`src/rtl/gmm_pkg.sv`:
```
// Shared types, constants and the exponent table for the Gaussian mixture background core.
// No dependencies; every other file imports this package.
package gmm_pkg;

  localparam int PIXELS_DEF = 65536;
  localparam int K_DEF      = 4;
  localparam int RANK_W     = 3;
  localparam int SUM_W      = 19;
  localparam int DIV_W      = 48;
  localparam int SQ_IN_W    = 34;
  localparam int SQ_W       = 17;
  localparam int PADDR_W    = 5;

  localparam logic [16:0] ONE_Q16   = 17'h10000;
  localparam logic [16:0] EXP_SCALE = 17'd94548;
  localparam logic [14:0] RHO_SCALE = 15'd26145;

  typedef enum logic [2:0] {
    REG_LEARNING_RATE      = 3'd0,
    REG_MATCH_THRESHOLD    = 3'd1,
    REG_BACKGROUND_PORTION = 3'd2,
    REG_INITIAL_SIGMA      = 3'd3,
    REG_MINIMUM_SIGMA      = 3'd4,
    REG_BACKGROUND_LEVEL   = 3'd5
  } reg_idx_t;

  typedef struct packed {
    logic [15:0] pixel_index;
    logic [15:0] pixel_value;
    logic        skip_update;
  } pixel_t;

  typedef struct packed {
    logic        foreground;
    logic        matched;
    logic [1:0]  match_rank;
    logic [15:0] background_value;
  } result_t;

  typedef struct packed {
    logic [15:0] learning_rate;
    logic [15:0] match_threshold;
    logic [15:0] background_portion;
    logic [15:0] initial_sigma;
    logic [15:0] minimum_sigma;
    logic [1:0]  background_level;
  } cfg_t;

  typedef enum logic [4:0] {
    OP_NONE, OP_CLEAR, OP_LATCH, OP_READ, OP_SCAN, OP_CLASS, OP_WSCALE, OP_SQ,
    OP_DIV_T, OP_EXP1, OP_EXP2, OP_EXP3, OP_RHO1, OP_DIV_RHO, OP_MU1, OP_MU2,
    OP_MU3, OP_VAR1, OP_VAR2, OP_VAR3, OP_SIG, OP_REPLACE, OP_SUM, OP_DIV_NORM,
    OP_NORM_WR, OP_SORT_MUL, OP_SORT_SWAP, OP_WRITE, OP_OUT
  } dp_op_t;

  typedef struct packed {
    dp_op_t              op;
    logic [RANK_W-1:0]   idx;
    logic                phase;
  } dp_cmd_t;

  typedef struct packed {
    logic clr_last;
    logic oob;
    logic skip;
    logic matched;
    logic div_done;
    logic sqrt_done;
    logic sum_zero;
    logic out_free;
  } dp_stat_t;

  typedef enum logic [4:0] {
    S_CLEAR, S_IDLE, S_READ, S_SCAN, S_CLASS, S_WSCALE, S_SQ, S_DIV_T,
    S_WAIT_T, S_EXP1, S_EXP2, S_EXP3, S_RHO1, S_DIV_RHO, S_WAIT_RHO, S_MU1,
    S_MU2, S_MU3, S_VAR1, S_VAR2, S_VAR3, S_WAIT_SQ, S_SIG, S_REPLACE,
    S_SUM, S_NORM, S_WAIT_NORM, S_NORM_WR, S_SORT_MUL, S_SORT_SWAP, S_WRITE, S_OUT
  } state_t;

  function automatic logic [16:0] pow2_tab(input logic [4:0] i);
    logic [16:0] v;
    case (i)
      5'd0:    v = 17'd65536;
      5'd1:    v = 17'd62757;
      5'd2:    v = 17'd60097;
      5'd3:    v = 17'd57549;
      5'd4:    v = 17'd55109;
      5'd5:    v = 17'd52773;
      5'd6:    v = 17'd50535;
      5'd7:    v = 17'd48393;
      5'd8:    v = 17'd46341;
      5'd9:    v = 17'd44376;
      5'd10:   v = 17'd42495;
      5'd11:   v = 17'd40693;
      5'd12:   v = 17'd38968;
      5'd13:   v = 17'd37316;
      5'd14:   v = 17'd35734;
      5'd15:   v = 17'd34219;
      5'd16:   v = 17'd32768;
      default: v = 17'd0;
    endcase
    return v;
  endfunction

endpackage

```
`src/rtl/gmm_ctrl.sv`:
```
// Sequencer: steps one pixel through read, classify, update, normalize, sort and write back.
// Depends on gmm_pkg; drives gmm_dp through dp_cmd_t and reads dp_stat_t.
module gmm_ctrl import gmm_pkg::*; #(
  parameter int K = K_DEF
) (
  input  logic     clk,
  input  logic     rst,
  input  logic     pixel_valid,
  output logic     pixel_ready,
  output dp_cmd_t  cmd,
  input  dp_stat_t stat
);
  localparam int CW = $clog2(K + 1);

  state_t        state, state_next;
  logic [CW-1:0] cnt, cnt_next;
  logic          last;

  assign last = (cnt == CW'(K - 1));

  always_ff @(posedge clk) begin
    if (rst) begin
      state <= S_CLEAR;
      cnt   <= '0;
    end else begin
      state <= state_next;
      cnt   <= cnt_next;
    end
  end

  always_comb begin
    state_next  = state;
    cnt_next    = cnt;
    pixel_ready = 1'b0;
    cmd.op      = OP_NONE;
    cmd.idx     = RANK_W'(cnt);
    cmd.phase   = cnt[0];
    case (state)
      S_CLEAR: begin
        cmd.op = OP_CLEAR;
        if (stat.clr_last) state_next = S_IDLE;
      end
      S_IDLE: begin
        pixel_ready = 1'b1;
        if (pixel_valid) begin
          cmd.op     = OP_LATCH;
          cnt_next   = '0;
          state_next = S_READ;
        end
      end
      S_READ: begin
        if (stat.oob) begin
          state_next = S_OUT;
        end else if (cnt == CW'(K)) begin
          cnt_next   = '0;
          state_next = S_SCAN;
        end else begin
          cmd.op   = OP_READ;
          cnt_next = cnt + 1'b1;
        end
      end
      S_SCAN: begin
        cmd.op   = OP_SCAN;
        cnt_next = last ? '0 : cnt + 1'b1;
        if (last) state_next = S_CLASS;
      end
      S_CLASS: begin
        cmd.op   = OP_CLASS;
        cnt_next = '0;
        if (stat.skip) begin
          state_next = S_WRITE;
        end else if (stat.matched) begin
          state_next = S_WSCALE;
        end else begin
          state_next = S_REPLACE;
        end
      end
      S_WSCALE: begin
        cmd.op   = OP_WSCALE;
        cnt_next = last ? '0 : cnt + 1'b1;
        if (last) state_next = S_SQ;
      end
      S_SQ: begin
        cmd.op     = OP_SQ;
        state_next = S_DIV_T;
      end
      S_DIV_T: begin
        cmd.op     = OP_DIV_T;
        state_next = S_WAIT_T;
      end
      S_WAIT_T: begin
        if (stat.div_done) state_next = S_EXP1;
      end
      S_EXP1: begin
        cmd.op     = OP_EXP1;
        state_next = S_EXP2;
      end
      S_EXP2: begin
        cmd.op     = OP_EXP2;
        state_next = S_EXP3;
      end
      S_EXP3: begin
        cmd.op     = OP_EXP3;
        state_next = S_RHO1;
      end
      S_RHO1: begin
        cmd.op     = OP_RHO1;
        state_next = S_DIV_RHO;
      end
      S_DIV_RHO: begin
        cmd.op     = OP_DIV_RHO;
        state_next = S_WAIT_RHO;
      end
      S_WAIT_RHO: begin
        if (stat.div_done) state_next = S_MU1;
      end
      S_MU1: begin
        cmd.op     = OP_MU1;
        state_next = S_MU2;
      end
      S_MU2: begin
        cmd.op     = OP_MU2;
        state_next = S_MU3;
      end
      S_MU3: begin
        cmd.op     = OP_MU3;
        state_next = S_VAR1;
      end
      S_VAR1: begin
        cmd.op     = OP_VAR1;
        state_next = S_VAR2;
      end
      S_VAR2: begin
        cmd.op     = OP_VAR2;
        state_next = S_VAR3;
      end
      S_VAR3: begin
        cmd.op     = OP_VAR3;
        state_next = S_WAIT_SQ;
      end
      S_WAIT_SQ: begin
        if (stat.sqrt_done) state_next = S_SIG;
      end
      S_SIG: begin
        cmd.op     = OP_SIG;
        cnt_next   = '0;
        state_next = S_SUM;
      end
      S_REPLACE: begin
        cmd.op     = OP_REPLACE;
        cnt_next   = '0;
        state_next = S_SUM;
      end
      S_SUM: begin
        cmd.op   = OP_SUM;
        cnt_next = last ? '0 : cnt + 1'b1;
        if (last) state_next = S_NORM;
      end
      S_NORM: begin
        if (stat.sum_zero) begin
          cnt_next   = '0;
          state_next = S_SORT_MUL;
        end else begin
          cmd.op     = OP_DIV_NORM;
          state_next = S_WAIT_NORM;
        end
      end
      S_WAIT_NORM: begin
        if (stat.div_done) state_next = S_NORM_WR;
      end
      S_NORM_WR: begin
        cmd.op   = OP_NORM_WR;
        cnt_next = last ? '0 : cnt + 1'b1;
        state_next = last ? S_SORT_MUL : S_NORM;
      end
      S_SORT_MUL: begin
        cmd.op     = OP_SORT_MUL;
        state_next = S_SORT_SWAP;
      end
      S_SORT_SWAP: begin
        cmd.op     = OP_SORT_SWAP;
        cnt_next   = last ? '0 : cnt + 1'b1;
        state_next = last ? S_WRITE : S_SORT_MUL;
      end
      S_WRITE: begin
        cmd.op   = OP_WRITE;
        cnt_next = last ? '0 : cnt + 1'b1;
        if (last) state_next = S_OUT;
      end
      S_OUT: begin
        if (stat.out_free) begin
          cmd.op     = OP_OUT;
          state_next = S_IDLE;
        end
      end
      default: begin
        state_next = S_IDLE;
      end
    endcase
  end

endmodule

```
`config.mk`:
```
export PLATFORM = sky130hd
export DESIGN_NAME = gmm_ctrl
export DESIGN_NICKNAME = d
export VERILOG_FILES = /design/src/rtl/gmm_pkg.sv /design/src/rtl/gmm_ctrl.sv
export SDC_FILE = /design/constraint.sdc
export NUM_CORES = 1
export LEC_CHECK = 0
export ABC_AREA = 1
export BUFFER_PORTS_ARGS = -buffer_cell sky130_fd_sc_hd__buf_4
export CORE_MARGIN = 4
export CORE_UTILIZATION = 45
export CTS_BUF_LIST = sky130_fd_sc_hd__clkbuf_8
export DETAILED_ROUTE_END_ITERATION = 10
export SLEW_MARGIN = 20
export SYNTH_ARGS = -nofsm -noshare
export SYNTH_HDL_FRONTEND = slang
export SYNTH_SLANG_ARGS = --single-unit
```
`constraint.sdc`:
```
create_clock -name clk -period 2.4 [get_ports clk]
set_input_delay 0.48 -clock clk [delete_from_list [all_inputs] [get_ports clk]]
set_output_delay 0.48 -clock clk [all_outputs]
set_load 0.02 [all_outputs]
```
# Word level (Yosys, flattened, before mapping)
# Cells that the tools add are included.
[op_classes]
n_addsub = 1
n_eq_ne = 47
muxes = 32
n_reduce_logical = 7
[ops]
columns = ["cell", "n"]
rows = [
  ["one-hot mux 5 bit (31 select lines)", 1],
  ["one-hot mux 5 bit (28 select lines)", 1],
  ["two-way mux 5 bit", 17],
  ["equality test 5 bit, second input constant", 16],
  ["equality test 5 x 4 -> 1 bit, second input constant", 8],
  ["inequality test 2 bit, second input constant", 13],
  ["two-way mux 3 bit", 7],
  ["equality test 5 x 3 -> 1 bit, second input constant", 4],
  ["one-hot mux 3 bit (5 select lines)", 1],
  ["AND reduction 12 bit", 1],
  ["equality test 5 x 2 -> 1 bit, second input constant", 2],
  ["two-way mux 2 bit", 4],
  ["OR reduction 6 bit", 1],
  ["equality test 5 x 1 -> 1 bit, second input constant", 1],
  ["zero test 5 bit", 1],
  ["nonzero test 5 bit", 1],
  ["AND reduction 4 bit", 1],
  ["adder 3 x 1 -> 3 bit, second input constant", 1],
  ["equality test 3 x 2 -> 1 bit, second input constant", 1],
  ["equality test 3 bit, second input constant", 1],
  ["inequality test 3 bit, second input constant", 1],
  ["OR reduction 3 bit", 1],
  ["OR reduction 2 bit", 1],
  ["two-way mux 1 bit", 1],
]
[totals]
reg_bits = 8
inputBits = 11
out_inout_bits = 10
wordCells = 89

# Depth between registers and ports, before layout
# Gate-level depths: netlist of the first run.
[depth]
depth_word = 4
mapped_depth = 12
mapped_depth_nobuf = 11

# Least setup slack after synthesis of the first run
# OpenSTA, ideal clock, no wires.
[synth_path]
path_kind = "reg2out"
from = "register state[0]"
to = "output port cmd[5] (netlist bit)"
arrival_ns = 1.306
t_required_ns = 1.920
slack_ns = 0.614
path_stages_with_launch = 9
n_path_buf = 1
cell_sequence = "dfxtp_1 -> buf_6 -> inv_4 -> nand2_2 -> nor2_1 -> nor2_1 -> nand3_1 -> nor4_1 -> nand3_1"
[synth_rtl]
columns = ["element", "line", "rtl"]
rows = [
  ["start, declared", "gmm_ctrl.sv:15", "state_t state, state_next;"],
  ["start signal, assigned", "gmm_ctrl.sv:26", "state <= state_next;"],
  ["end, declared", "gmm_ctrl.sv:10", "output dp_cmd_t cmd,"],
]

==> metrics.txt, run 1 <==
# TYPE chip_impl_metric gauge
chip_impl_metric{name="synth_xor_xnor_area_share",unit=""} 0
chip_impl_metric{name="grt_start_max_net_pins",unit=""} 15
chip_impl_metric{name="number_of_warnings_issued_by_yosys",unit=""} 0
chip_impl_metric{name="synth_adder_area_share",unit=""} 0.0379
chip_impl_metric{name="timing.fmax",unit="GHz"} 0.438
chip_impl_metric{name="switching_power",unit="mW"} 1.13
chip_impl_metric{name="viasPerCell",unit=""} 5.67
chip_impl_metric{name="placedCellCount",unit=""} 356
chip_impl_metric{name="netSwitchingFraction",unit=""} 0.577
chip_impl_metric{name="fp.dieArea",unit="sq um"} 4700
chip_impl_metric{name="slew_viol_final",unit=""} 0
chip_impl_metric{name="horizontal_extent_of_the_die",unit="microns"} 68.6
chip_impl_metric{name="worst_path_largest_cell_delay",unit="ns"} 0.36
chip_impl_metric{name="p_leak",unit="nW"} 1.10
chip_impl_metric{name="gr-usage-all-layers",unit=""} 0.258
chip_impl_metric{name="yosys.area_share.simple",unit=""} 0.647
chip_impl_info{name="timing.critical_path.slowest_stage_cell",value="sky130_fd_sc_hd__dfxtp_2"} 1
chip_impl_metric{name="numClockSinks",unit=""} 8
chip_impl_metric{name="clock_transition_at_path_regs",unit="ns"} 0.04
chip_impl_info{name="critPathCaptureType",value="primary output"} 1
chip_impl_metric{name="areaGrowthSynthToFinish",unit="%"} 14.0
chip_impl_metric{name="syn-cell-area",unit="sq um"} 1650
chip_impl_metric{name="dieHeight",unit="microns"} 68.6
chip_impl_metric{name="maxCapViolations",unit=""} 0
chip_impl_info{name="critical_path_class",value="flop to primary output"} 1
chip_impl_metric{name="critPathRequiredTime",unit="ns"} 1.92
chip_impl_metric{name="power.density",unit="nW/um^2"} 1040
chip_impl_metric{name="pwr-share-comb",unit=""} 0.793
chip_impl_info{name="hold_path.class",value="input pin to flop"} 1
chip_impl_metric{name="drt_iter0_drc",unit=""} 210
chip_impl_metric{name="detailedPlacementHpwl",unit="microns"} 4570
chip_impl_metric{name="report.final.setup_viol",unit=""} 0
chip_impl_metric{name="clk_latency",unit="ns"} 0.23
chip_impl_metric{name="fp.coreArea",unit="sq um"} 3440
chip_impl_metric{name="timing.slew.headroom",unit=""} 0.792
chip_impl_metric{name="finalHoldViolCount",unit=""} 0
chip_impl_metric{name="power_frac_seq",unit=""} 0.125
chip_impl_metric{name="antennaDiodeCount",unit=""} 0
chip_impl_metric{name="cts_buffers",unit=""} 3
chip_impl_metric{name="post_route_cells_drive_above_1_share",unit=""} 0.243
chip_impl_metric{name="floorplan.initialDensity",unit=""} 0.480
chip_impl_metric{name="globalRoute.totalOverflow",unit=""} 0
chip_impl_metric{name="num_io_pins",unit=""} 21
chip_impl_metric{name="syn_avg_cell_area",unit="sq um"} 5.68
chip_impl_metric{name="antenna_found_initial",unit=""} 0
chip_impl_info{name="timing.critical_path.from_type",value="flop"} 1
chip_impl_metric{name="number_of_non_filler_instances_in_the_completed_layout",unit=""} 359
chip_impl_info{name="tritoncts_clock_tree",value="built"} 1
chip_impl_info{name="leading_cell_types_in_the_layout_fill_and_taps_excluded",value="sky130_fd_sc_hd__nand2_1, sky130_fd_sc_hd__nor2_1, sky130_fd_sc_hd__nand3_1"} 1
chip_impl_metric{name="finalWirelength",unit="microns"} 5530
chip_impl_metric{name="synth-seq-cells",unit=""} 8
chip_impl_metric{name="gpl.final_weighted_congestion",unit=""} 0.975
chip_impl_metric{name="drt-pass1-iter-count",unit=""} 7
chip_impl_metric{name="detail_route.wl_per_cell",unit="microns"} 15.4
chip_impl_metric{name="first_global_vias",unit=""} 1872
chip_impl_metric{name="post-cts-setup-buffer-count",unit=""} 0
chip_impl_info{name="leading_cell_type_in_the_layout_fill_and_taps_excluded",value="sky130_fd_sc_hd__nand2_1"} 1
chip_impl_metric{name="synthesis.nets",unit=""} 307
chip_impl_metric{name="drc",unit=""} 0
chip_impl_metric{name="worst-endpoint-arrival",unit="ns"} 1.80
chip_impl_metric{name="p_int",unit="mW"} 0.827
chip_impl_metric{name="total_power",unit="mW"} 1.95
chip_impl_metric{name="design.final.nets",unit=""} 331
chip_impl_metric{name="ctsHtreeMaxLevel",unit=""} 1
chip_impl_metric{name="synth_cell_type_count",unit=""} 28
chip_impl_metric{name="peakVddDrop",unit="uV"} 437
chip_impl_info{name="crit_chain",value="buf_4 > nand3_2 > inv_1 > nand2_1 > nand2_1 > nor4_2 > nand3_1 > buf_4"} 1
chip_impl_metric{name="buffer_ports.inserted",unit=""} 20
chip_impl_info{name="synth_top_family_by_area",value="simple AND/OR/NAND/NOR gates"} 1
chip_impl_metric{name="timing.hold.ws",unit="ns"} 0.455
chip_impl_metric{name="row_count",unit=""} 21
chip_impl_metric{name="synth.mux.area_fraction",unit=""} 0
chip_impl_info{name="status",value="completed"} 1
chip_impl_metric{name="netlist_instances",unit=""} 291
chip_impl_metric{name="timing.setup.tns",unit="ns"} 0
chip_impl_metric{name="antenna_left",unit=""} 0
chip_impl_metric{name="routed-via-count",unit=""} 2036
chip_impl_metric{name="power.share.clock",unit=""} 0.082
chip_impl_info{name="cts_root_buf",value="sky130_fd_sc_hd__clkbuf_8"} 1
chip_impl_metric{name="worst-path-max-fanout",unit=""} 5
chip_impl_metric{name="finish.utilization",unit=""} 0.547
chip_impl_metric{name="setup_clock_skew_after_layout",unit="ns"} 0.00575
chip_impl_info{name="rsz0062_at_grt",value="false"} 1
chip_impl_metric{name="synth_compound_gate_area_share",unit=""} 0.0742
chip_impl_metric{name="worst-slew-pin-transition",unit="ns"} 0.311
chip_impl_metric{name="cts.path.max_buffers",unit=""} 2
chip_impl_metric{name="ys_seq_area_frac",unit=""} 0.0970
chip_impl_metric{name="fin_crit",unit="ns"} 2.28
chip_impl_metric{name="grt_first_pass_wirelength",unit="microns"} 8950
chip_impl_metric{name="fin_crit_sh",unit=""} 0.952
## cells in the mapped netlist
master	instances	area, sq um
sky130_fd_sc_hd__nor4_1	2	12.5
sky130_fd_sc_hd__dfxtp_1	8	160
sky130_fd_sc_hd__nand4_1	9	56.3
sky130_fd_sc_hd__nor2_8	4	80.1
sky130_fd_sc_hd__nor2_1	51	191
sky130_fd_sc_hd__buf_4	1	7.51
sky130_fd_sc_hd__buf_6	7	78.8
sky130_fd_sc_hd__inv_4	5	31.3
sky130_fd_sc_hd__a21oi_2	1	8.76
sky130_fd_sc_hd__a21oi_1	5	25.0
sky130_fd_sc_hd__nand2_2	7	43.8
sky130_fd_sc_hd__nand3_1	37	185
sky130_fd_sc_hd__nor2_4	4	45.0
sky130_fd_sc_hd__nand2_4	1	11.3
sky130_fd_sc_hd__ha_1	5	62.6
sky130_fd_sc_hd__o211ai_1	1	7.51
sky130_fd_sc_hd__a22oi_1	1	7.51
sky130_fd_sc_hd__o31ai_1	1	7.51
sky130_fd_sc_hd__inv_1	30	113
sky130_fd_sc_hd__o21bai_2	1	11.3
sky130_fd_sc_hd__nand3_2	7	70.1
sky130_fd_sc_hd__nor3_1	4	20.0
sky130_fd_sc_hd__nor2_2	9	56.3
sky130_fd_sc_hd__inv_2	2	7.51
sky130_fd_sc_hd__o21ai_1	4	20.0
sky130_fd_sc_hd__nand3b_1	2	15.0
sky130_fd_sc_hd__o21ai_0	7	35.0
sky130_fd_sc_hd__nand2_1	75	282
## registers in the layout, indices dropped and copies added, names as in the netlist
name and count:
cnt 3, state 5
## power by group through the flow
stage	logic, mW	clock network [mW]	registers, mW
finish	1.55	0.160	0.245
global route	1.69	0.174	0.249
CTS	1.50	0.167	0.241
detailed placement	1.50	0	0.241
global placement	1.52	0	0.237
floorplan	1.17	0	0.209
## critical path, delay by kind of cell (launching register included)
kind / cells / cell delay, ns
flops: 1 / 0.36
buf+inv: 3 / 0.44
simple gates: 5 / 0.76
## stage by stage
step	area, sq um	setup WS (ns)
after detailed placement	1830	0.259
after global placement	1830	0.279
final	1880	0.116
after floorplan	1650	0.614
after global routing	1880	0.000153
after CTS	1870	0.0689
## metal layers
layer / vias to the layer above / share of wire / track usage
met4: 0 / 0.031 / 0.107
met5: - / 0 / 0
met3: 23 / 0.097 / 0.0211
li1: 983 / - / -
met1: 892 / 0.43 / 0.363
met2: 138 / 0.44 / 0.400
## what timing repair did
item                                    in CTS  in global routing
hold buffers                                 0                  0
gates resized for setup                      1                  5
pin swaps                                    0                  0
endpoints found under the setup margin       1                  5
## cell families (layout without fill, tap and decap cells)
| logic type | count (synthesis) | after routing |
|---|---|---|
| adder cells (fa/ha/maj) | 5 | 5 |
| AO/OA/AOI/OAI | 21 | 21 |
| AND/OR/NAND/NOR | 212 | 212 |
| buffers and inverters | 45 | 67 |
| flip-flops | 8 | 8 |
## final cells by class
type                    instances  area [sq um]
multi-input cells             238          1260
flip-flops and latches          8           164
clock buffers                   3          41.3
fillers                       343          1560
well taps                      46          57.6
inverters                      37           151
repair buffers                 27           206
## path summary, 6_finish.rpt
kind	from	depth (start not counted)	slack, ns	to
setup / recovery	state[1]$_SDFFE_PP0P_	8	0.12	cmd[4]
hold / removal	rst	2	0.45	state[2]$_SDFFE_PP0P_
setup reg to reg	cnt[0]$_SDFFE_PP0P_	9	0.55	state[0]$_SDFFE_PP0P_
hold reg to reg	cnt[1]$_SDFFE_PP0P_	2	0.51	cnt[1]$_SDFFE_PP0P_
Note: power is estimated with default switching activity, not from simulation.
==> run 2: changes to the inputs <==
--- a/config.mk
+++ b/config.mk
@@ -6,11 +6,13 @@
 export NUM_CORES = 1
 export LEC_CHECK = 0
 export ABC_AREA = 1
+export ABC_CLOCK_PERIOD_IN_PS = 2400
 export BUFFER_PORTS_ARGS = -buffer_cell sky130_fd_sc_hd__buf_4
 export CORE_MARGIN = 4
-export CORE_UTILIZATION = 45
+export CORE_UTILIZATION = 65
 export CTS_BUF_LIST = sky130_fd_sc_hd__clkbuf_8
 export DETAILED_ROUTE_END_ITERATION = 10
+export PLACE_DENSITY = 0.88
 export SLEW_MARGIN = 20
 export SYNTH_ARGS = -nofsm -noshare
 export SYNTH_HDL_FRONTEND = slang
==> run 2 against run 1 <==
- wire length decreased by 9.5%
- largest power group unchanged
- critical endpoint is now cmd[7]
- utilization increased by 22 points
- sequential power decreased by 2%
- final cell count decreased by 4.2%
==> metrics.txt, run 2 (synthesized netlist as in run 1, its figures left out) <==
# TYPE chip_impl_metric gauge
chip_impl_info{name="timing.critical_path.from_type",value="flop"} 1
chip_impl_metric{name="met1_length",unit="microns"} 1920
chip_impl_metric{name="largest_reg_flops",unit=""} 5
chip_impl_metric{name="antenna_left",unit=""} 0
chip_impl_metric{name="slew_viol_final",unit=""} 0
chip_impl_metric{name="post_route_cells_drive_above_1_share",unit=""} 0.255
chip_impl_metric{name="total_power",unit="mW"} 1.95
chip_impl_metric{name="worst-path-max-fanout",unit=""} 14
chip_impl_info{name="critPathCaptureType",value="primary output"} 1
chip_impl_metric{name="final_setup_margin",unit="ns"} 0.160
chip_impl_metric{name="fp.coreArea",unit="sq um"} 2450
chip_impl_metric{name="fin_crit",unit="ns"} 2.24
chip_impl_metric{name="report.final.setup_viol",unit=""} 0
chip_impl_metric{name="routed-via-count",unit=""} 2050
chip_impl_metric{name="numClockSinks",unit=""} 8
chip_impl_metric{name="peakVddDrop",unit="uV"} 894
chip_impl_metric{name="power.density",unit="nW/um^2"} 1040
chip_impl_metric{name="wl_met2",unit="microns"} 2130
chip_impl_metric{name="multiInputGateArea",unit="sq um"} 1270
chip_impl_metric{name="buffer_ports.inserted",unit=""} 20
chip_impl_metric{name="design.final.nets",unit=""} 332
chip_impl_metric{name="detail_route.wl_per_cell",unit="microns"} 14.5
chip_impl_metric{name="drc",unit=""} 0
chip_impl_info{name="status",value="completed"} 1
chip_impl_metric{name="globalRoute.totalOverflow",unit=""} 0
chip_impl_metric{name="maxCapViolations",unit=""} 0
chip_impl_metric{name="detailed_place.area",unit="sq um"} 1810
chip_impl_info{name="leading_cell_types_in_the_layout_fill_and_taps_excluded",value="sky130_fd_sc_hd__nand2_1, sky130_fd_sc_hd__nor2_1, sky130_fd_sc_hd__nand3_1"} 1
chip_impl_metric{name="detailedPlacementHpwl",unit="microns"} 4120
chip_impl_metric{name="num_io_pins",unit=""} 21
chip_impl_metric{name="cts.path.max_buffers",unit=""} 2
chip_impl_metric{name="fin_crit_sh",unit=""} 0.933
chip_impl_info{name="tritoncts_clock_tree",value="built"} 1
chip_impl_metric{name="antenna_found_initial",unit=""} 0
chip_impl_metric{name="row_count",unit=""} 18
chip_impl_metric{name="drt_iter0_drc",unit=""} 269
chip_impl_metric{name="timing.fmax",unit="GHz"} 0.446
chip_impl_metric{name="p_leak",unit="nW"} 1.11
chip_impl_info{name="hold_path.class",value="input pin to flop"} 1
chip_impl_metric{name="cts_buffers",unit=""} 3
chip_impl_metric{name="areaGrowthSynthToFinish",unit="%"} 13.8
chip_impl_info{name="largest_registers",value="state: 5 flops, cnt: 3 flops"} 1
chip_impl_metric{name="worst-endpoint-arrival",unit="ns"} 1.76
chip_impl_metric{name="grt_start_max_net_pins",unit=""} 15
chip_impl_metric{name="fp.dieArea",unit="sq um"} 3410
chip_impl_metric{name="finalHoldViolCount",unit=""} 0
chip_impl_metric{name="timing.setup.tns",unit="ns"} 0
chip_impl_metric{name="gpl.final_weighted_congestion",unit=""} 1.13
chip_impl_metric{name="timing.slew.headroom",unit=""} 0.751
chip_impl_metric{name="met3RoutedLength",unit="microns"} 776
chip_impl_metric{name="worst-slew-pin-transition",unit="ns"} 0.370
chip_impl_metric{name="gr-usage-all-layers",unit=""} 0.310
chip_impl_metric{name="register_area",unit="sq um"} 168
chip_impl_info{name="top_register",value="state"} 1
chip_impl_metric{name="critPathRequiredTime",unit="ns"} 1.92
chip_impl_metric{name="layout.filler_cells",unit=""} 199
chip_impl_info{name="cts_root_buf",value="sky130_fd_sc_hd__clkbuf_8"} 1
chip_impl_metric{name="horizontal_extent_of_the_die",unit="microns"} 58.4
chip_impl_metric{name="clock_transition_at_path_regs",unit="ns"} 0.04
chip_impl_info{name="highest-signal-layer",value="met4"} 1
chip_impl_metric{name="placement.setup.worst_slack",unit="ns"} 0.330
chip_impl_metric{name="floorplan.initialDensity",unit=""} 0.673
chip_impl_info{name="critical_path_class",value="flop to primary output"} 1
chip_impl_metric{name="antennaDiodeCount",unit=""} 0
chip_impl_metric{name="clk_latency",unit="ns"} 0.22
chip_impl_metric{name="finish.utilization",unit=""} 0.766
chip_impl_metric{name="finish.instance_area",unit="sq um"} 1880
chip_impl_metric{name="viasPerCell",unit=""} 5.96
chip_impl_metric{name="holdBufCountCts",unit=""} 0
chip_impl_metric{name="drt-pass1-iter-count",unit=""} 5
chip_impl_metric{name="grt_first_pass_wirelength",unit="microns"} 8360
chip_impl_metric{name="ctsHtreeMaxLevel",unit=""} 1
chip_impl_metric{name="dieHeight",unit="microns"} 58.4
chip_impl_metric{name="finalWirelength",unit="microns"} 5000
chip_impl_info{name="leading_cell_type_in_the_layout_fill_and_taps_excluded",value="sky130_fd_sc_hd__nand2_1"} 1
chip_impl_metric{name="first_global_vias",unit=""} 1900
chip_impl_metric{name="setup_clock_skew_after_layout",unit="ns"} 0.000213
## run 2: cell count changes in the layout (fill, tap and decap cells not counted), sizes merged
cell / previous run / this run
buf: 27 / 28
## run 2: metal layers
metal,track usage,up-vias
met5,0,-
met4,0.123,0
met3,0.114,24
met2,0.450,180
met1,0.413,862
li1,-,984
## run 2: final cells by class
type	instances	area share
inverter	37	0.0806
tap	30	0.0200
clock buffer	3	0.0220
sequential	8	0.0892
timing repair buffer	28	0.114
multi-input combinational	238	0.674
## run 2: path summary, 6_finish.rpt
path | cells past startpoint | slack (ns) | start | endpoint
setup / recovery | 8 | 0.16 | state[4]$_SDFFE_PP0P_ | cmd[7]
hold reg to reg | 2 | 0.50 | cnt[1]$_SDFFE_PP0P_ | cnt[1]$_SDFFE_PP0P_
setup reg to reg | 10 | 0.59 | state[3]$_SDFFE_PP0P_ | state[4]$_SDFFE_PP0P_
hold / removal | 2 | 0.45 | rst | cnt[1]$_SDFFE_PP0P_
## run 2: stage by stage
| step | hold slack (ns) | instances |
|---|---|---|
| 2_1_floorplan | 0.542 | 291 |
| 3_3_place_gp | 0.498 | 340 |
| 3_5_place_dp | 0.495 | 340 |
| 4_1_cts | 0.443 | 343 |
| 5_1_grt | 0.448 | 344 |
| 6_report | 0.446 | 344 |
## run 2: critical path, stage by stage (launching register included)
cell and delay (ns):
sky130_fd_sc_hd__dfxtp_2 0.34, sky130_fd_sc_hd__buf_4 0.20, sky130_fd_sc_hd__nand3_2 0.10, sky130_fd_sc_hd__inv_1 0.08
sky130_fd_sc_hd__nand2_1 0.09, sky130_fd_sc_hd__nand2_1 0.10, sky130_fd_sc_hd__nor3_1 0.31, sky130_fd_sc_hd__nand4_1 0.12
sky130_fd_sc_hd__buf_4 0.18
## run 2: report_power, final
group / internal, mW / switching (mW) / total [mW] / leakage (nW)
clock network: 0.108 / 0.0489 / 0.157 / 0.0216
registers: 0.181 / 0.0580 / 0.239 / 0.0675
logic: 0.549 / 1.01 / 1.55 / 1.02
## run 2: repair_timing
action,in CTS,in global routing
buffers inserted,0,1
setup endpoints to repair,0,5
resized for setup,0,10
==> run 3: changes to the inputs <==
--- a/config.mk
+++ b/config.mk
@@ -6,11 +6,10 @@
 export NUM_CORES = 1
 export LEC_CHECK = 0
 export ABC_AREA = 1
-export ABC_CLOCK_PERIOD_IN_PS = 2400
 export BUFFER_PORTS_ARGS = -buffer_cell sky130_fd_sc_hd__buf_4
 export CORE_MARGIN = 4
 export CORE_UTILIZATION = 65
-export CTS_BUF_LIST = sky130_fd_sc_hd__clkbuf_8
+export CTS_BUF_LIST = sky130_fd_sc_hd__clkbuf_2
 export DETAILED_ROUTE_END_ITERATION = 10
 export PLACE_DENSITY = 0.88
 export SLEW_MARGIN = 20
==> run 3 against run 2 <==
- wire length increased by 1.9%
- cell area down 1.3%
- sequential share of layout area is 0.11 points higher
- register-to-register slack about the same
- combinational power about the same
- global-route usage is 0.18 points lower
- sequential power hardly changed
- final cell count down 0.29%
- critical endpoint is now cmd[4]
- largest power group unchanged
==> metrics.txt, run 3 (synthesized netlist as in run 1, its figures left out) <==
# TYPE chip_impl_metric gauge
chip_impl_info{name="status",value="completed"} 1
chip_impl_info{name="rsz0062_at_grt",value="false"} 1
chip_impl_info{name="critical_path_class",value="flop to primary output"} 1
chip_impl_metric{name="report.final.setup_viol",unit=""} 0
chip_impl_metric{name="power.share.clock",unit=""} 0.042
chip_impl_metric{name="finalHoldViolCount",unit=""} 0
chip_impl_info{name="tritoncts_clock_tree",value="built"} 1
chip_impl_metric{name="pwr-share-comb",unit=""} 0.830
chip_impl_metric{name="timing.hold.ws",unit="ns"} 0.436
chip_impl_metric{name="detailedPlacementHpwl",unit="microns"} 4120
chip_impl_metric{name="setup_clock_skew_after_layout",unit="ns"} 0.00198
chip_impl_metric{name="fin_crit",unit="ns"} 2.27
chip_impl_metric{name="power_frac_seq",unit=""} 0.128
chip_impl_metric{name="clk_latency",unit="ns"} 0.23
chip_impl_metric{name="maxCapViolations",unit=""} 0
chip_impl_info{name="critPathCaptureType",value="primary output"} 1
chip_impl_metric{name="gpl.final_weighted_congestion",unit=""} 1.13
chip_impl_metric{name="slew_viol_final",unit=""} 0
chip_impl_metric{name="switching_power",unit="mW"} 1.11
chip_impl_metric{name="cts.path.max_buffers",unit=""} 2
chip_impl_metric{name="areaGrowthSynthToFinish",unit="%"} 12.3
chip_impl_metric{name="routed-via-count",unit=""} 2062
chip_impl_metric{name="numClockSinks",unit=""} 8
chip_impl_metric{name="dieHeight",unit="microns"} 58.4
chip_impl_metric{name="grt_start_max_net_pins",unit=""} 15
chip_impl_info{name="worst_hold_path.endpoint",value="cnt[1]$_SDFFE_PP0P_"} 1
chip_impl_metric{name="critPathRequiredTime",unit="ns"} 1.92
chip_impl_metric{name="antenna_left",unit=""} 0
chip_impl_metric{name="finish.instance_area",unit="sq um"} 1860
chip_impl_metric{name="antenna_found_initial",unit=""} 0
chip_impl_metric{name="finalWirelength",unit="microns"} 5100
chip_impl_metric{name="row_count",unit=""} 18
chip_impl_info{name="largest_registers",value="state: 5 flops, cnt: 3 flops"} 1
chip_impl_metric{name="holdPathStages",unit=""} 2
chip_impl_metric{name="num_io_pins",unit=""} 21
chip_impl_metric{name="largest_reg_flops",unit=""} 5
chip_impl_metric{name="detail_route.wl_per_cell",unit="microns"} 14.9
chip_impl_metric{name="ctsHtreeMaxLevel",unit=""} 1
chip_impl_metric{name="drt-pass1-iter-count",unit=""} 7
chip_impl_metric{name="p_int",unit="mW"} 0.755
chip_impl_metric{name="regToRegSetupSlack",unit="ns"} 0.59
chip_impl_info{name="timing.critical_path.from_type",value="flop"} 1
chip_impl_metric{name="detailed_place.area",unit="sq um"} 1810
chip_impl_metric{name="fp.coreArea",unit="sq um"} 2450
chip_impl_info{name="worst_r2r_endpoint",value="state[0]$_SDFFE_PP0P_"} 1
chip_impl_metric{name="floorplan.initialDensity",unit=""} 0.673
chip_impl_info{name="min-delay-start",value="rst"} 1
chip_impl_metric{name="drt_iter0_drc",unit=""} 218
chip_impl_metric{name="grt_first_pass_wirelength",unit="microns"} 8310
chip_impl_metric{name="holdBufCountCts",unit=""} 0
chip_impl_metric{name="gr-usage-all-layers",unit=""} 0.308
chip_impl_info{name="top_register",value="state"} 1
chip_impl_info{name="hold_path.class",value="input pin to flop"} 1
chip_impl_metric{name="peakVddDrop",unit="uV"} 733
chip_impl_info{name="leading_cell_type_in_the_layout_fill_and_taps_excluded",value="sky130_fd_sc_hd__nand2_1"} 1
chip_impl_metric{name="power.density",unit="nW/um^2"} 1010
chip_impl_metric{name="clock_transition_at_path_regs",unit="ns"} 0.07
chip_impl_metric{name="placement.setup.worst_slack",unit="ns"} 0.330
chip_impl_metric{name="globalRoute.totalOverflow",unit=""} 0
chip_impl_metric{name="worst-slew-pin-transition",unit="ns"} 0.441
chip_impl_metric{name="worst-path-max-fanout",unit=""} 14
chip_impl_info{name="cts_root_buf",value="sky130_fd_sc_hd__clkbuf_2"} 1
chip_impl_metric{name="drc",unit=""} 0
chip_impl_metric{name="buffer_ports.inserted",unit=""} 20
chip_impl_info{name="rr_startpoint",value="state[3]$_SDFFE_PP0P_"} 1
chip_impl_metric{name="timing.fmax",unit="GHz"} 0.441
chip_impl_metric{name="total_power",unit="mW"} 1.87
chip_impl_metric{name="fin_crit_sh",unit=""} 0.944
chip_impl_metric{name="p_leak",unit="nW"} 1.09
chip_impl_metric{name="antennaDiodeCount",unit=""} 0
chip_impl_metric{name="viasPerCell",unit=""} 6.01
chip_impl_metric{name="layout.filler_cells",unit=""} 201
chip_impl_metric{name="worstRegToRegCells",unit=""} 11
chip_impl_metric{name="design.final.nets",unit=""} 331
chip_impl_metric{name="final_setup_margin",unit="ns"} 0.134
chip_impl_metric{name="worst-endpoint-arrival",unit="ns"} 1.79
chip_impl_metric{name="timing.setup.tns",unit="ns"} 0
chip_impl_metric{name="timing.slew.headroom",unit=""} 0.704
chip_impl_metric{name="netSwitchingFraction",unit=""} 0.596
chip_impl_metric{name="cts_buffers",unit=""} 3
chip_impl_metric{name="first_global_vias",unit=""} 1882
chip_impl_info{name="leading_cell_types_in_the_layout_fill_and_taps_excluded",value="sky130_fd_sc_hd__nand2_1, sky130_fd_sc_hd__nor2_1, sky130_fd_sc_hd__nand3_1"} 1
chip_impl_metric{name="fp.dieArea",unit="sq um"} 3410
chip_impl_metric{name="horizontal_extent_of_the_die",unit="microns"} 58.4
chip_impl_metric{name="post_route_cells_drive_above_1_share",unit=""} 0.259
[run 3: cell count changes in the layout (fill, tap and decap cells not counted)]
cell / previous run / this run
sky130_fd_sc_hd__nor3_1: 4 / 3
sky130_fd_sc_hd__clkbuf_2: 0 / 3
sky130_fd_sc_hd__nor3_2: 0 / 1
sky130_fd_sc_hd__nand3_2: 7 / 8
sky130_fd_sc_hd__nand3_1: 37 / 36
sky130_fd_sc_hd__buf_4: 27 / 26
sky130_fd_sc_hd__clkbuf_8: 3 / 0
[run 3: how the worst max path moves through the flow]
stage / from / end / slack [ns]
global route: state[3]$_SDFFE_PP0P_ / cmd[5] / 0.05
global placement: state[1]$_SDFFE_PP0P_ / cmd[5] / 0.32
finish: state[4]$_SDFFE_PP0P_ / cmd[4] / 0.13
detailed placement: state[1]$_SDFFE_PP0P_ / cmd[4] / 0.33
floorplan: state[0]$_SDFFE_PP0P_ / cmd[5] / 0.61
CTS: state[1]$_SDFFE_PP0P_ / cmd[4] / 0.06
[run 3: stage by stage]
| step | instances | util |
|---|---|---|
| 2_1_floorplan | 291 | - |
| 6_report | 343 | 0.756 |
| 5_1_grt | 343 | 0.756 |
| 3_3_place_gp | 340 | 0.735 |
| 3_5_place_dp | 340 | 0.735 |
| 4_1_cts | 343 | 0.742 |
[run 3: power by group through the flow]
stage,sequential (mW),clock (mW),combinational (mW)
5_1_grt,0.242,0.0896,1.69
3_3_place_gp,0.232,0,1.47
6_report,0.239,0.0782,1.55
3_5_place_dp,0.233,0,1.48
2_1_floorplan,0.209,0,1.17
4_1_cts,0.230,0.0810,1.49
[run 3: critical path: stages (launching register included)]
cell	delay, ns
sky130_fd_sc_hd__dfxtp_2	0.39
sky130_fd_sc_hd__buf_4	0.24
sky130_fd_sc_hd__nor2_2	0.09
sky130_fd_sc_hd__nand2_1	0.12
sky130_fd_sc_hd__nand4_1	0.13
sky130_fd_sc_hd__nor4_2	0.31
sky130_fd_sc_hd__nand3_1	0.10
sky130_fd_sc_hd__buf_4	0.17
[run 3: layout make-up]
| class | count | area, sq um | area share |
|---|---|---|---|
| inverter | 37 | 151 | 0.0816 |
| timing repair buffer | 27 | 206 | 0.111 |
| multi-input combinational | 238 | 1280 | 0.688 |
| clock buffer | 3 | 15.0 | 0.00809 |
| tap | 30 | 37.5 | 0.0202 |
| sequential | 8 | 168 | 0.0904 |
[run 3: repair_timing]
action	4_1_cts	5_1_grt
setup buffers	0	0
setup endpoints to repair	0	5
gates resized for setup	0	12
[run 3: routing by layer]
metal | wire, microns | track usage | vias to the layer above
met5 | 0 | 0 | -
met4 | 204 | 0.119 | 0
met3 | 770 | 0.114 | 36
met2 | 2140 | 0.445 | 195
met1 | 1980 | 0.413 | 849
li1 | - | - | 982
